--- src/rtl/mdc_pkg.sv ---
// shared constants, types and the sine table function of the chorus core
package mdc_pkg;

    localparam int DELAY_DEPTH_DEF = 4096;
    localparam int SINE_DEPTH_DEF  = 1024;

    localparam int SAMPLE_W     = 24;
    localparam int CFG_INDEX_W  = 2;
    localparam int CFG_DATA_W   = 32;

    localparam logic [CFG_INDEX_W-1:0] REG_MIX_AMOUNT     = 2'd0;
    localparam logic [CFG_INDEX_W-1:0] REG_LFO_PHASE_STEP = 2'd1;
    localparam logic [CFG_INDEX_W-1:0] REG_MOD_DEPTH      = 2'd2;
    localparam logic [CFG_INDEX_W-1:0] REG_BASE_DELAY     = 2'd3;

    localparam logic [15:0] MIX_RESET        = 16'd0;
    localparam logic [31:0] PHASE_STEP_RESET = 32'd0;
    localparam logic [19:0] DEPTH_RESET      = 20'd0;
    localparam logic [11:0] BASE_RESET       = 12'd40;

    localparam logic [15:0] BYPASS_LIMIT = 16'd65;

    localparam longint SIN_C1 = 64'sd1686629713;
    localparam longint SIN_C3 = 64'sd693598668;
    localparam longint SIN_C5 = 64'sd85569306;
    localparam longint SIN_C7 = 64'sd5026992;
    localparam longint SIN_C9 = 64'sd172272;

    typedef struct packed {
        logic [15:0] mix_amount;
        logic [31:0] lfo_phase_step;
        logic [19:0] mod_depth;
        logic [11:0] base_delay;
    } cfg_t;

    // odd polynomial of the quarter sine, x in Q30, result in unsigned Q0.15
    function automatic logic [14:0] quarter_sine(input longint x);
        longint x2;
        longint p;
        longint r;
        x2 = (x * x) >>> 30;
        p  = SIN_C9;
        p  = SIN_C7 - ((x2 * p) >>> 30);
        p  = SIN_C5 - ((x2 * p) >>> 30);
        p  = SIN_C3 - ((x2 * p) >>> 30);
        p  = SIN_C1 - ((x2 * p) >>> 30);
        r  = (x * p) >>> 30;
        r  = (r + (64'sd1 <<< 14)) >>> 15;
        if (r > 64'sd32767) begin
            r = 64'sd32767;
        end
        if (r < 64'sd0) begin
            r = 64'sd0;
        end
        return r[14:0];
    endfunction

endpackage

--- src/rtl/mdc_cfg_regs.sv ---
// configuration register bank of the chorus core
module mdc_cfg_regs (
    input  logic                              aclk,
    input  logic                              aresetn,
    input  logic                              cfg_valid,
    input  logic                              cfg_ready,
    input  logic [mdc_pkg::CFG_INDEX_W-1:0]   cfg_index,
    input  logic [mdc_pkg::CFG_DATA_W-1:0]    cfg_data,
    output mdc_pkg::cfg_t                     cfg
);

    mdc_pkg::cfg_t cfg_reg;

    always_ff @(posedge aclk) begin
        if (!aresetn) begin
            cfg_reg.mix_amount     <= mdc_pkg::MIX_RESET;
            cfg_reg.lfo_phase_step <= mdc_pkg::PHASE_STEP_RESET;
            cfg_reg.mod_depth      <= mdc_pkg::DEPTH_RESET;
            cfg_reg.base_delay     <= mdc_pkg::BASE_RESET;
        end else if (cfg_valid && cfg_ready) begin
            case (cfg_index)
                mdc_pkg::REG_MIX_AMOUNT: begin
                    cfg_reg.mix_amount <= cfg_data[15:0];
                end
                mdc_pkg::REG_LFO_PHASE_STEP: begin
                    cfg_reg.lfo_phase_step <= cfg_data[31:0];
                end
                mdc_pkg::REG_MOD_DEPTH: begin
                    cfg_reg.mod_depth <= cfg_data[19:0];
                end
                mdc_pkg::REG_BASE_DELAY: begin
                    cfg_reg.base_delay <= cfg_data[11:0];
                end
                default: begin
                end
            endcase
        end
    end

    assign cfg = cfg_reg;

endmodule

--- config.mk ---
export PLATFORM = sky130hd
export DESIGN_NAME = mdc_cfg_regs
export DESIGN_NICKNAME = d
export VERILOG_FILES = /design/src/rtl/mdc_pkg.sv /design/src/rtl/mdc_cfg_regs.sv
export SDC_FILE = /design/constraint.sdc
export NUM_CORES = 1
export LEC_CHECK = 0
export BUFFER_PORTS_ARGS = -buffer_cell sky130_fd_sc_hd__buf_4
export CAP_MARGIN = 20
export CELL_PAD_IN_SITES_DETAIL_PLACEMENT = 1
export CELL_PAD_IN_SITES_GLOBAL_PLACEMENT = 1
export CORE_MARGIN = 10
export CORE_UTILIZATION = 38
export CTS_CLUSTER_DIAMETER = 100
export DETAILED_ROUTE_END_ITERATION = 10
export GPL_ROUTABILITY_DRIVEN = 0
export PLACE_DENSITY_LB_ADDON = 0.08
export SLEW_MARGIN = 30
export SYNTH_ARGS = -nofsm -noshare
export SYNTH_HDL_FRONTEND = slang
export SYNTH_SLANG_ARGS = --single-unit
--- constraint.sdc ---
create_clock -name aclk -period 2 [get_ports aclk]
set_clock_uncertainty 0.2 [all_clocks]
set_input_delay 0.1 -clock aclk [delete_from_list [all_inputs] [get_ports aclk]]
set_output_delay 0.1 -clock aclk [all_outputs]
set_load 0.05 [all_outputs]
==> impl_metrics.toml <==
[detailed_routing]
route.detailed.drc = 0
drt_iter0_markers = 38
wl_per_cell_um = 17.0
vias = 2633
first_pass_iters = 4
drt-total-wl_mm = 9.45
via_per_inst = 4.74
ant_nets = 0

[hold_path]
min_path_cells = 3
hold_class = "in2reg"
min_from = "cfg_ready"
whs_endpoint = "cfg[3]"

[global_route]
grt_util_all_layers_pct = 15.9
grt_max_degree = 68
grt_pass1_wl_mm = 15.0
grt_pass1_vias = 2925
antenna_found_initial = 0
grt_overflow = 0

[die]
rows = 32
initial_core_util_pct = 39.2
die_area_um2 = 12000
core-area_um2 = 7770
die_w_um = 110
dieHeight_um = 110
boundaryPins = 118

[clock_network]
ctsRootBufferMaster = "clkbuf_8"
h-tree-depth = 3
cts.repair.resized = 0
clk_latency_ps = 330
cts_buffer_depth = 2
clkSinkCount = 80
cts_tree = "built"
cts_buffers = 9
post-cts-setup-buffer-count = 0
clk_pin_slew_worst_paths_ps = 80

[setup_path]
timing.rr.start = "cfg[1]"
cp-end-kind = "register"
critPathMaxFanout = 22
reg2reg_depth = 2
timing.rr.end = "cfg[1]"
reg2reg_slack_ps = 1120
critPathRequiredTime_ps = 2070
critPathLaunchType = "input pin"
path_class = "in2reg"
crit_arrival_ps = 1650

[timing]
setup_viol = 0
hold_viol_final = 0
maxSlewViolCount = 0
setup_slack_ps = 416
worst_pin_slew_ps = 845
fin_crit_ps = 1580
period_share_pct = 79.2
final.setup.tns_ps = 0
slew_headroom_pct = 43.5
maxClockFrequency_ghz = 0.631
rsz0062_at_grt = "no"

[logic_synthesis]
syn_nets = 339
yosysSeqAreaShare_pct = 52.6
yosys.area.top_type_share_pct = 52.6
syn_area_um2 = 3040
yosysWarnings = 0
ys_seq_elements = 80
synth_cell_types = 14
synthTopCellsByArea = "dfxtp_1 (53%), mux2i_1 (26%), nand2_1 (14%), buf_6 (2.2%), buf_2 (1.2%)"
post-synth-top-area-cell = "dfxtp_1"
syn_inst = 301
avgSynthCellArea_um2 = 10.1

[run]
drv_cap = 0

[placed_design]
hpwlAfterDp_mm = 6.38
post-place-ws_ps = 639
io_buffer_count = 117

[run_status]
outcome = "completed"

[pwr]
leakage_nw = 2.11
powerDensity_nw_per_um2 = 746
max-vdd-ir-drop_mv = 0.404

[layout]
mostFrequentLayoutCells = "buf_4 (121), nand2_1 (110), mux2i_1 (80), dfxtp_1 (80), dlygate4sd3_1 (37)"
mostFrequentLayoutCell = "buf_4"
syn_to_final_growth_pct = 49.6
diodes = 0
fin_nets = 488
layout-drive-gt1-share_pct = 30.8
largest_reg_flops = 80
## what timing repair did
item	4_1_cts	5_1_grt
endpoints found under the hold margin	80	1
endpoints found under the setup margin	0	1
hold buffers	37	1
## critical path, stage by stage
cell and delay [ps]:
buf_4 140, dlygate4sd3_1 1120, nand2_1 130, mux2i_1 150
## metrics by stage
step                std cells  utilization, %  power, mW  instance area [um^2]  hold slack, ps
floorplan                 301               -       1.93                  3040            42.1
global placement          504            51.0       2.07                  3970             158
detailed placement        504            51.0       2.08                  3970             171
CTS                       556            58.6       3.44                  4550            38.0
global route              556            58.6       3.53                  4550            58.5
finish                    556            58.6       3.40                  4550            50.7
## cell usage after synthesis, drive strengths merged
cell type and instances:
and4bb 1, buf 15, nor2b 4, and4 1
nand2 110, clkbuf 7, nand4b 1, nand4 1
dfxtp 80, and4b 1, mux2i 80
## kinds of logic after synthesis
logic type,synth area share [%]
simple gates,15.9
mux,26.3
flops,52.6
buf+inv,5.14
## power by group
part	internal, mW	leakage, nW	switching (mW)
logic	0.188	1.36	0.262
clock network	0.731	0.108	0.571
registers	1.63	0.647	0.0200
total	2.55	2.11	0.854
## worst max-delay path by stage
stage | cells after the start | startpoint | end
floorplan | 2 | cfg[0] | cfg[0]
global placement | 4 | aresetn | cfg[43]
global route | 4 | aresetn | cfg[12]
finish | 4 | aresetn | cfg[10]
detailed placement | 4 | aresetn | cfg[5]
CTS | 6 | cfg_data[31] | cfg[63]
## layer usage
layer	part of all wire, %	track usage, %
met5	0	0
met4	1.0	5.39
met3	6.4	4.74
met2	52	28.7
met1	40	17.4
## area by class of cell
type	instances	area, um^2
multi-input combinational	199	1290
clock buffer	10	138
sequential	80	1600
timing repair buffer	160	1320
clock inverter	5	81.3
tap	102	128
fill	892	3210
(Power assumes the default switching activity.)
